<file path="src/rtl/cdq_pkg.sv">
package cdq_pkg;

  localparam int STAMP_W = 6;

  typedef enum logic [1:0] {
    KIND_PUSH    = 2'd0,
    KIND_POP_ANY = 2'd1,
    KIND_POP_C0  = 2'd2,
    KIND_POP_C1  = 2'd3
  } kind_t;

  typedef enum logic [1:0] {
    STATUS_OK    = 2'd0,
    STATUS_EMPTY = 2'd1,
    STATUS_FULL  = 2'd2
  } status_t;

  typedef enum logic [1:0] {
    ST_IDLE = 2'b01,
    ST_EXEC = 2'b10
  } state_t;

endpackage

</file>
<file path="src/rtl/cdq_mem.sv">
module cdq_mem #(
  parameter int DEPTH = 16,
  parameter int WIDTH = 14
) (
  input  logic                     clk,
  input  logic                     we,
  input  logic [$clog2(DEPTH)-1:0] waddr,
  input  logic [WIDTH-1:0]         wdata,
  input  logic                     re,
  input  logic [$clog2(DEPTH)-1:0] raddr,
  output logic [WIDTH-1:0]         rdata
);

  logic [WIDTH-1:0] mem [DEPTH];

  always_ff @(posedge clk) begin
    if (we) begin
      mem[waddr] <= wdata;
    end
  end

  // registered read port
  always_ff @(posedge clk) begin
    if (re) begin
      rdata <= mem[raddr];
    end
  end

endmodule

</file>
<file path="src/rtl/two_class_age_ordered_fifo_unit.sv">
// Channel  Direction  Handshake             Word fields
// -------  ---------  --------------------  ---------------------------------------------
// in       input      in_valid / in_ready   kind, item_class, item_data
// out      output     out_valid / out_ready status, popped_class, popped_data,
//                                           all_empty, class0_empty, class1_empty
//
// Each operation is accepted in ST_IDLE, which issues the head reads of both
// class memories, and then runs in ST_EXEC, which compares the stamps, pops or pushes, and
// loads the output register. The registered read port of each memory sets this split.
// Reset (rst, synchronous) empties both queues and clears the arrival stamp; the
// memories are not cleared. A stalled output word holds the execute cycle, so no
// new word is accepted until the previous result can be loaded.
module two_class_age_ordered_fifo_unit #(
  parameter int QUEUE_DEPTH = 16,
  parameter int DATA_WIDTH  = 8
) (
  input  logic                  clk,
  input  logic                  rst,
  input  logic                  in_valid,
  output logic                  in_ready,
  input  logic [1:0]            kind,
  input  logic                  item_class,
  input  logic [DATA_WIDTH-1:0] item_data,
  output logic                  out_valid,
  input  logic                  out_ready,
  output logic [1:0]            status,
  output logic                  popped_class,
  output logic [DATA_WIDTH-1:0] popped_data,
  output logic                  all_empty,
  output logic                  class0_empty,
  output logic                  class1_empty
);

  import cdq_pkg::*;

  localparam int AW      = $clog2(QUEUE_DEPTH);
  localparam int ENTRY_W = DATA_WIDTH + STAMP_W;
  localparam logic [AW-1:0] LAST_IDX = AW'(QUEUE_DEPTH - 1);

  // Pointers: index into the memory plus a lap bit that tells full from empty.
  logic [AW-1:0] rd_idx [2];
  logic          rd_lap [2];
  logic [AW-1:0] wr_idx [2];
  logic          wr_lap [2];
  logic [AW-1:0] rd_idx_next [2];
  logic          rd_lap_next [2];
  logic [AW-1:0] wr_idx_next [2];
  logic          wr_lap_next [2];

  logic [STAMP_W-1:0] stamp;
  logic [STAMP_W-1:0] stamp_next;

  state_t state;

  // operation held for the execute cycle
  kind_t                 op_kind;
  logic                  op_class;
  logic [DATA_WIDTH-1:0] op_data;

  logic                  in_fire;
  logic                  exec_fire;
  logic [1:0]            mem_we;
  logic [ENTRY_W-1:0]    head0;
  logic [ENTRY_W-1:0]    head1;
  logic [ENTRY_W-1:0]    wentry;

  logic                  empty [2];
  logic                  full  [2];
  logic                  sel_valid;
  logic                  sel;
  logic [STAMP_W-1:0]    stamp_diff;
  status_t               status_next;
  logic [DATA_WIDTH-1:0] pdata_next;

  assign in_ready  = (state == ST_IDLE);
  assign in_fire   = in_valid && in_ready;
  // hold execute while the output register still carries an untaken word
  assign exec_fire = (state == ST_EXEC) && (!out_valid || out_ready);

  assign wentry = {op_data, stamp};

  cdq_mem #(.DEPTH(QUEUE_DEPTH), .WIDTH(ENTRY_W)) u_mem0 (
    .clk   (clk),
    .we    (mem_we[0]),
    .waddr (wr_idx[0]),
    .wdata (wentry),
    .re    (in_fire),
    .raddr (rd_idx[0]),
    .rdata (head0)
  );

  cdq_mem #(.DEPTH(QUEUE_DEPTH), .WIDTH(ENTRY_W)) u_mem1 (
    .clk   (clk),
    .we    (mem_we[1]),
    .waddr (wr_idx[1]),
    .wdata (wentry),
    .re    (in_fire),
    .raddr (rd_idx[1]),
    .rdata (head1)
  );

  always_comb begin
    for (int c = 0; c < 2; c++) begin
      empty[c] = (rd_idx[c] == wr_idx[c]) && (rd_lap[c] == wr_lap[c]);
      full[c]  = (rd_idx[c] == wr_idx[c]) && (rd_lap[c] != wr_lap[c]);
    end
  end

  // Pick the class to pop. Class 0 wins only when its stamp is strictly older
  // by wraparound compare; a tie goes to class 1.
  assign stamp_diff = head0[STAMP_W-1:0] - head1[STAMP_W-1:0];

  always_comb begin
    sel_valid = 1'b0;
    sel       = 1'b0;
    unique case (op_kind)
      KIND_PUSH: begin
        sel_valid = 1'b0;
      end
      KIND_POP_ANY: begin
        priority if (!empty[0] && !empty[1]) begin
          sel_valid = 1'b1;
          sel       = !stamp_diff[STAMP_W-1];
        end else if (!empty[0]) begin
          sel_valid = 1'b1;
          sel       = 1'b0;
        end else if (!empty[1]) begin
          sel_valid = 1'b1;
          sel       = 1'b1;
        end else begin
          sel_valid = 1'b0;
        end
      end
      KIND_POP_C0: begin
        sel_valid = !empty[0];
        sel       = 1'b0;
      end
      KIND_POP_C1: begin
        sel_valid = !empty[1];
        sel       = 1'b1;
      end
      default: begin
        sel_valid = 1'b0;
      end
    endcase
  end

  always_comb begin
    for (int c = 0; c < 2; c++) begin
      rd_idx_next[c] = rd_idx[c];
      rd_lap_next[c] = rd_lap[c];
      wr_idx_next[c] = wr_idx[c];
      wr_lap_next[c] = wr_lap[c];
    end
    stamp_next  = stamp;
    mem_we      = 2'b00;
    status_next = STATUS_OK;
    pdata_next  = '0;

    if (op_kind == KIND_PUSH) begin
      if (full[op_class]) begin
        status_next = STATUS_FULL;
      end else begin
        mem_we[op_class] = exec_fire;
        // advance write pointer, flip lap at the end of the memory
        if (wr_idx[op_class] == LAST_IDX) begin
          wr_idx_next[op_class] = '0;
          wr_lap_next[op_class] = !wr_lap[op_class];
        end else begin
          wr_idx_next[op_class] = wr_idx[op_class] + 1'b1;
        end
        stamp_next = stamp + 1'b1;
      end
    end else if (!sel_valid) begin
      status_next = STATUS_EMPTY;
    end else begin
      pdata_next = sel ? head1[ENTRY_W-1:STAMP_W] : head0[ENTRY_W-1:STAMP_W];
      if (rd_idx[sel] == LAST_IDX) begin
        rd_idx_next[sel] = '0;
        rd_lap_next[sel] = !rd_lap[sel];
      end else begin
        rd_idx_next[sel] = rd_idx[sel] + 1'b1;
      end
    end
  end

  always_ff @(posedge clk) begin
    if (rst) begin
      state <= ST_IDLE;
    end else begin
      unique case (state)
        ST_IDLE: begin
          if (in_fire) begin
            state <= ST_EXEC;
          end
        end
        ST_EXEC: begin
          if (exec_fire) begin
            state <= ST_IDLE;
          end
        end
        default: begin
          state <= ST_IDLE;
        end
      endcase
    end
  end

  // capture the operation word
  always_ff @(posedge clk) begin
    if (in_fire) begin
      op_kind  <= kind_t'(kind);
      op_class <= item_class;
      op_data  <= item_data;
    end
  end

  always_ff @(posedge clk) begin
    if (rst) begin
      for (int c = 0; c < 2; c++) begin
        rd_idx[c] <= '0;
        rd_lap[c] <= 1'b0;
        wr_idx[c] <= '0;
        wr_lap[c] <= 1'b0;
      end
      stamp <= '0;
    end else if (exec_fire) begin
      for (int c = 0; c < 2; c++) begin
        rd_idx[c] <= rd_idx_next[c];
        rd_lap[c] <= rd_lap_next[c];
        wr_idx[c] <= wr_idx_next[c];
        wr_lap[c] <= wr_lap_next[c];
      end
      stamp <= stamp_next;
    end
  end

  // output register: set on execute, drop once taken
  always_ff @(posedge clk) begin
    if (rst) begin
      out_valid <= 1'b0;
    end else if (exec_fire) begin
      out_valid <= 1'b1;
    end else if (out_ready) begin
      out_valid <= 1'b0;
    end
  end

  always_ff @(posedge clk) begin
    if (exec_fire) begin
      status       <= status_next;
      popped_class <= (status_next == STATUS_OK) && (op_kind != KIND_PUSH) && sel;
      popped_data  <= pdata_next;
      class0_empty <= (rd_idx_next[0] == wr_idx_next[0]) &&
                      (rd_lap_next[0] == wr_lap_next[0]);
      class1_empty <= (rd_idx_next[1] == wr_idx_next[1]) &&
                      (rd_lap_next[1] == wr_lap_next[1]);
      all_empty    <= (rd_idx_next[0] == wr_idx_next[0]) &&
                      (rd_lap_next[0] == wr_lap_next[0]) &&
                      (rd_idx_next[1] == wr_idx_next[1]) &&
                      (rd_lap_next[1] == wr_lap_next[1]);
    end
  end

`ifndef ASSERT_OFF
  // one operation in flight: an accepted word blocks the next accept
  a_one_in_flight: assert property (@(posedge clk) disable iff (rst)
    in_fire |=> !in_ready)
    else $error("input accepted while an operation is in flight");

  // the stamp moves only on a successful push
  a_stamp_push: assert property (@(posedge clk) disable iff (rst)
    (stamp != $past(stamp)) |-> ($past(exec_fire) && ($past(op_kind) == KIND_PUSH) &&
                                 ($past(status_next) == STATUS_OK)))
    else $error("arrival stamp moved outside a successful push");

  // a failed operation returns no item
  a_fail_zero: assert property (@(posedge clk) disable iff (rst)
    (out_valid && (status != STATUS_OK)) |-> (popped_data == '0) && !popped_class)
    else $error("failed operation returned an item");

  // the flags agree with each other
  a_flags: assert property (@(posedge clk) disable iff (rst)
    out_valid |-> (all_empty == (class0_empty && class1_empty)))
    else $error("empty flags disagree");
`endif

endmodule
</file>
<file path="config.mk">
export PLATFORM = sky130hd
export DESIGN_NAME = two_class_age_ordered_fifo_unit
export DESIGN_NICKNAME = d
export VERILOG_FILES = /design/src/rtl/cdq_pkg.sv /design/src/rtl/cdq_mem.sv /design/src/rtl/two_class_age_ordered_fifo_unit.sv
export SDC_FILE = /design/constraint.sdc
export NUM_CORES = 1
export LEC_CHECK = 0
export BUFFER_PORTS_ARGS = -buffer_cell sky130_fd_sc_hd__buf_2
export CAP_MARGIN = 25
export CORE_MARGIN = 2
export CORE_UTILIZATION = 52
export DETAILED_ROUTE_END_ITERATION = 12
export PLACE_DENSITY_LB_ADDON = 0.05
export SLEW_MARGIN = 20
export SYNTH_ARGS = -nofsm -noshare
export SYNTH_HDL_FRONTEND = slang
export SYNTH_HIERARCHICAL = 1
export SYNTH_SLANG_ARGS = --single-unit
</file>
<file path="constraint.sdc">
create_clock -name clk -period 11.1 [get_ports clk]
set_input_delay 1.11 -clock clk [delete_from_list [all_inputs] [get_ports clk]]
set_output_delay 1.11 -clock clk [all_outputs]
set_load 0.005 [all_outputs]
</file>
==> results.py, run 1 <==
metrics = {
    "cts": {
        "clkLatencyLatePin_ps": 610,
        "cts_setup_buffers": 0,
        "cts_made_buffers": 54,
        "h-tree-depth": 2,
        "cts_tree": "done",
        "post_cts_resized": 0,
        "ctsRootBufferMaster": "clkbuf_16",
        "clk_pin_slew_ps": 60,
        "cts_max_path_buffers": 3,
        "cts-hold-fix-buffers": 0,
        "clock_sinks": 531,
    },
    "cells_and_area": {
        "syn2layout_area_growth_pct": 12.4,
        "fill_cells": 2979,
        "insertedDiodeCount": 0,
        "final_cell_mix": "521 x edfxtp_1, 112 x mux4_2, 61 x nor2_1",
        "ff_latch_area_um2": 15800,
        "drive_gt1_frac": 0.254,
        "mostFrequentLayoutCell": "edfxtp_1",
        "multi_input_area_um2": 4960,
        "fin_nets": 1162,
    },
    "grt": {
        "grt-ovfl-total": 0,
        "grt_pass1_vias": 10100,
        "grt_pass1_wl_um": 67200,
        "grt_max_degree": 60,
        "antenna_found_initial": 0,
        "grtUsageTotal": 0.225,
    },
    "drt": {
        "wl_um": 45400,
        "avgViaCountPerCell": 6.04,
        "antenna_left": 0,
        "firstDrtPassIters": 5,
        "vias": 10300,
        "post_drt_wl_per_cell_um": 26.6,
        "route.detailed.drc": 0,
        "drt-initial-drc-count": 933,
    },
    "setup_path": {
        "cp-end-kind": "flop",
        "path_max_fanout": 10,
        "rr_endpoint": "all_empty",
        "cp_cell_sequence": "ha_1, a211oi_2, o221ai_2, xnor2_2, nand2_1, nand2_1, nand2_1, mux2_2, ha_1, nand3_1, a211oi_1, o21ai_0, xor2_1, xnor2_1, nand4_1, nor4_2",
        "r2r_start": "u_mem0/rdata[2]",
        "max_stage_delay_ps": 440,
        "startpoint_type": "flop",
        "worst_path_most_repeated_cell": "nand2_1",
        "crit_type": "flop to flop",
        "r2r_slack_ps": 6930,
        "crit_slowest_cell": "xnor2_2",
        "r2r_cells": 16,
        "cp.required_ps": 11520,
        "setup.worst_path.start": "u_mem0/rdata[2]",
        "endpoint": "all_empty",
        "worst_ep_arrival_time_ps": 4590,
    },
    "power_and_ir_drop": {
        "p_clk_frac": 0.410,
        "intPower_mw": 3.23,
        "p_sw_frac": 0.211,
        "pwr-share-seq": 0.544,
        "p_sw_mw": 0.865,
        "p_per_area_nw_per_um2": 173,
        "leakage_nw": 7.85,
        "combPwrFrac": 0.046,
        "ir_worst_vdd_mv": 0.120,
    },
    "floorplanning": {
        "core_um2": 39800,
        "rows": 73,
        "die_area_um2": 42100,
        "die_h_um": 205,
        "die_x_um": 205,
        "initial_core_util": 0.528,
        "io_pins": 31,
    },
    "sta": {
        "fmax_mhz": 240,
        "finalHoldViolCount": 0,
        "fin_crit_sh": 0.376,
        "slew_headroom": 0.334,
        "rsz0062_at_grt": "no",
        "finalSetupViolCount": 0,
        "slew_violations": 0,
        "finalCriticalPeriod_ps": 4170,
        "setup_tns_ps": 0,
        "fin_ws_ps": 6930,
        "tightest_slew_ps": 998,
        "fin_skew_ps": 24.1,
    },
    "min_path": {
        "min_path_type": "flop to flop",
    },
    "yosys": {
        "synth-seq-cells": 531,
        "yosys_warnings": 6,
        "yosysUniqueCellTypes": 60,
        "ys_seq_area_frac": 0.753,
        "synth-async-reset-ratio": 0,
        "synthCells": 1048,
        "synth_nets": 1070,
        "synth_ff_type": "edfxtp_1",
        "synth-edff-count": 521,
        "synth_area_um2": 21000,
        "avgSynthCellArea_um2": 20.1,
    },
    "place": {
        "place_congestion": 0.852,
        "numPortBuffers": 30,
        "dp_slack_ps": 6890,
        "hpwlAfterDp_um": 27400,
    },
    "flow_run": {
        "drv_cap": 0,
    },
    "outcome": {
        "status": "complete, no violations",
    },
}
routing by layer:
layer	up-vias	GRT usage	share of wire
li1	4484	-	-
met1	5413	0.352	0.46
met2	352	0.322	0.44
met3	56	0.0539	0.079
met4	0	0.0522	0.017
met5	-	0	0
power groups by stage:
stage	combinational [mW]	sequential (mW)	clock, mW
floorplan	0.126	2.27	0
global placement	0.187	2.27	0
detailed placement	0.188	2.27	0
CTS	0.188	2.23	1.72
global route	0.204	2.23	1.80
finish	0.188	2.23	1.68
Yosys cell counts, types with 6 or more instances:
cell,count,area [um2]
edfxtp_1,521,15600
mux4_2,112,2520
nor2_1,68,255
a22oi_1,56,420
nand2_1,43,161
mux2i_1,17,170
xnor2_1,17,149
clkbuf_1,15,56.3
xor2_1,14,123
inv_1,13,48.8
nor3_1,13,65.1
buf_2,12,60.1
buf_6,10,113
dfxtp_1,10,200
nand2b_1,9,56.3
nor2b_1,9,56.3
nand3_1,8,40.0
a21oi_1,7,35.0
ha_1,7,87.6
nand4_1,7,43.8
mux2_2,6,67.6
flip-flops by register name (all words and copies together), names as in the netlist, 8 cells and up, named ones only:
| name | flops |
|---|---|
| u_mem0/mem | 224 |
| u_mem1/mem | 224 |
| u_mem0/rdata | 14 |
| u_mem1/rdata | 14 |
| op_data | 8 |
| popped_data | 8 |
| rd_idx | 8 |
| wr_idx | 8 |
cell families after synthesis:
logic type,Yosys count,synth area share
DFF,531,0.753
muxes,136,0.132
buffers and inverters,53,0.0143
AOI/OAI and AO/OA,99,0.0362
adders and majority gates,7,0.00416
and+or+nand+nor,189,0.0456
xor gates and xnor gates,33,0.0145
area by class of cell:
type | count | area share
Clock inverter | 25 | 0.00789
Clock buffer | 72 | 0.0609
Tap cell | 525 | 0.0278
Sequential cell | 531 | 0.670
Timing Repair Buffer | 76 | 0.0211
Inverter | 13 | 0.00206
Multi-Input combinational cell | 464 | 0.210
worst min path at each step:
stage                         start   endpoint  slack, ps  cells past startpoint
after CTS                 out_valid  out_valid        540                      2
after global placement    out_valid  out_valid        520                      2
after floorplan            state[1]  out_valid        500                      2
final                     out_valid  out_valid        550                      2
after global routing      out_valid  out_valid        580                      2
after detailed placement  out_valid  out_valid        540                      2
critical path: cells and delay by family (launching register included):
kind | cells | cell delay [ps]
fa+ha+maj | 2 | 590
xor+xnor | 3 | 830
flops | 1 | 380
simple gates | 6 | 1120
compound gates | 4 | 700
mux | 1 | 340
through the flow:
step,instances,power [mW],area [um2],hold WS (ps),utilization
2_1_floorplan,1048,2.40,21000,497,-
5_1_grt,1706,4.23,23600,575,0.594
3_3_place_gp,1607,2.46,22000,524,0.552
4_1_cts,1705,4.14,23600,544,0.593
3_5_place_dp,1608,2.46,22000,536,0.553
6_report,1706,4.10,23600,548,0.594
Note: power is estimated with default switching activity, not from simulation.
==> run 2, diff against run 1 <==
- clock period: 11.1 -> 3.7 ns (I/O delays scaled with it)
==> run 2 against run 1 <==
- register-to-register slack got worse by 6700 ps
- setup slack got worse by 6700 ps
- core utilization rose by 1.0 points
- critical path depth unchanged
- clock power grew to 3.0 times the previous value
- total power rose to 3.0 times the previous value
- critical path type unchanged
- highest routed layer is now met5
==> results.py, run 2 (synthesis gave the netlist of run 1 again) <==
metrics = {
    "cts": {
        "h-tree-depth": 2,
        "cts_max_path_buffers": 3,
        "clock_sinks": 531,
        "cts_tree": "done",
        "ctsRootBufferMaster": "clkbuf_16",
        "clkLatencyLatePin_ps": 590,
        "cts_made_buffers": 53,
        "clk_pin_slew_ps": 60,
    },
    "sta": {
        "setup_tns_ps": 0,
        "whs_ps": 106,
        "tightest_slew_ps": 982,
        "fmax_mhz": 289,
        "finalSetupViolCount": 0,
        "fin_ws_ps": 242,
        "finalCriticalPeriod_ps": 3460,
        "finalHoldViolCount": 0,
        "fin_skew_ps": 22.0,
        "slew_headroom": 0.345,
        "fin_crit_sh": 0.935,
        "slew_violations": 0,
        "rsz0062_at_grt": "no",
    },
    "cells_and_area": {
        "fin_nets": 1204,
        "mostFrequentLayoutCell": "edfxtp_1",
        "drive_gt1_frac": 0.266,
        "final_cell_mix": "521 x edfxtp_1, 112 x mux4_2, 69 x buf_4",
        "reg_top3": "u_mem0/mem x224, u_mem1/mem x224",
        "final_util": 0.604,
        "instances_no_fill": 1745,
        "design_area_um2": 24000,
        "syn2layout_area_growth_pct": 14.3,
    },
    "floorplanning": {
        "die_x_um": 205,
        "die_h_um": 205,
        "rows": 73,
        "io_pins": 31,
        "core_um2": 39800,
        "initial_core_util": 0.528,
        "die_area_um2": 42100,
    },
    "drt": {
        "vias": 10400,
        "firstDrtPassIters": 5,
        "topRoutingLayerUsed": "met5",
        "wl_met2_um": 20500,
        "post_drt_wl_per_cell_um": 26.2,
        "avgViaCountPerCell": 5.99,
        "drt-initial-drc-count": 995,
        "wl_um": 45600,
        "dr_wl_met3_um": 2870,
        "route.detailed.drc": 0,
        "antenna_left": 0,
        "met1_length_um": 21200,
    },
    "setup_path": {
        "startpoint_type": "flop",
        "crit_type": "flop to flop",
        "cp.required_ps": 4120,
        "worst_path_most_repeated_cell": "nand2_1",
        "r2r_slack_ps": 240,
        "path_max_fanout": 6,
        "r2r_start": "u_mem0/rdata[3]",
        "cp-end-kind": "flop",
        "worst_ep_arrival_time_ps": 3880,
        "rr_endpoint": "all_empty",
        "cp_top_family": "compound AO/OA/AOI/OAI gates",
        "cp_num_buf_inv": 0,
        "cp_cell_sequence": "ha_1, o21ai_0, o221ai_2, xnor2_4, nand2_1, nand2_1, nand2_1, mux2_2, ha_4, nand3_1, a211oi_1, o21ai_0, xor2_1, xnor2_1, nand4_1, nor4_2",
        "max_stage_delay_ps": 370,
        "r2r_cells": 16,
        "crit_slowest_cell": "edfxtp_1",
        "cp.depth": 16,
    },
    "place": {
        "hpwlAfterDp_um": 27700,
        "dpl_cell_area_um2": 22200,
        "dp.cells": 1634,
        "numPortBuffers": 30,
        "dp_slack_ps": -10.9,
        "place_congestion": 0.865,
    },
    "grt": {
        "grt_pass1_wl_um": 67900,
        "grtUsageTotal": 0.226,
        "grt_max_degree": 61,
        "grt-ovfl-total": 0,
        "antenna_found_initial": 2,
        "grt_pass1_vias": 10600,
    },
    "min_path": {
        "hold_path_depth": 2,
        "min_path_type": "primary input to flop",
        "hold_start": "rst",
        "whs_endpoint": "stamp[3]",
    },
    "outcome": {
        "status": "complete, no violations",
    },
    "power_and_ir_drop": {
        "leakage_nw": 8.07,
        "total_power_mw": 12.3,
        "ir_worst_vdd_mv": 0.337,
        "p_per_area_nw_per_um2": 511,
    },
    "flow_run": {
        "drv_cap": 0,
    },
}
-- run 2: cell count changes in the layout (fill, tap and decap cells not counted), sizes merged --
cell         change
buf             +32
clkbuf           +1
clkinv           -7
clkinvlp         +1
diode            +1
dlygate4sd3     +11
-- run 2: how the worst max path moves through the flow --
stage / from / end / slack (ps)
after floorplan: wr_lap[0] / u_mem0/mem[0][0] / 120
after global placement: u_mem0/rdata[2] / all_empty / 80
after detailed placement: u_mem0/rdata[2] / all_empty / -10
after CTS: u_mem0/rdata[2] / all_empty / 70
after global routing: u_mem0/rdata[2] / all_empty / 2
final: u_mem0/rdata[3] / all_empty / 240
-- run 2: cell type report --
cell class / count / area [um2]
repair buffers: 119 / 940
flip-flops and latches: 531 / 15800
clock buffers: 73 / 1420
fillers: 2949 / 15800
diodes: 1 / 2.50
clock inverters: 19 / 160
multi-input cells: 464 / 4970
well taps: 525 / 657
inverters: 13 / 48.8
-- run 2: power by group --
group	switching [mW]	leakage, nW	internal, mW
Sequential	0.0583	5.09	6.63
Clock	2.15	0.762	2.81
Combinational	0.357	2.22	0.258
-- run 2: what timing repair did --
| item | 4_1_cts | 5_1_grt |
|---|---|---|
| pin swaps | 0 | 4 |
| cloned | 0 | 0 |
| endpoints found under the hold margin | 11 | 0 |
| setup buffers | 0 | 4 |
| resized for setup | 1 | 4 |
| setup endpoints to repair | 1 | 3 |
| hold buffers | 11 | 0 |
-- run 2: per-layer routing --
layer | vias to the layer above | GRT usage
li1 | 4568 | -
met1 | 5485 | 0.349
met2 | 325 | 0.330
met3 | 64 | 0.0383
met4 | 2 | 0.0725
met5 | - | 0
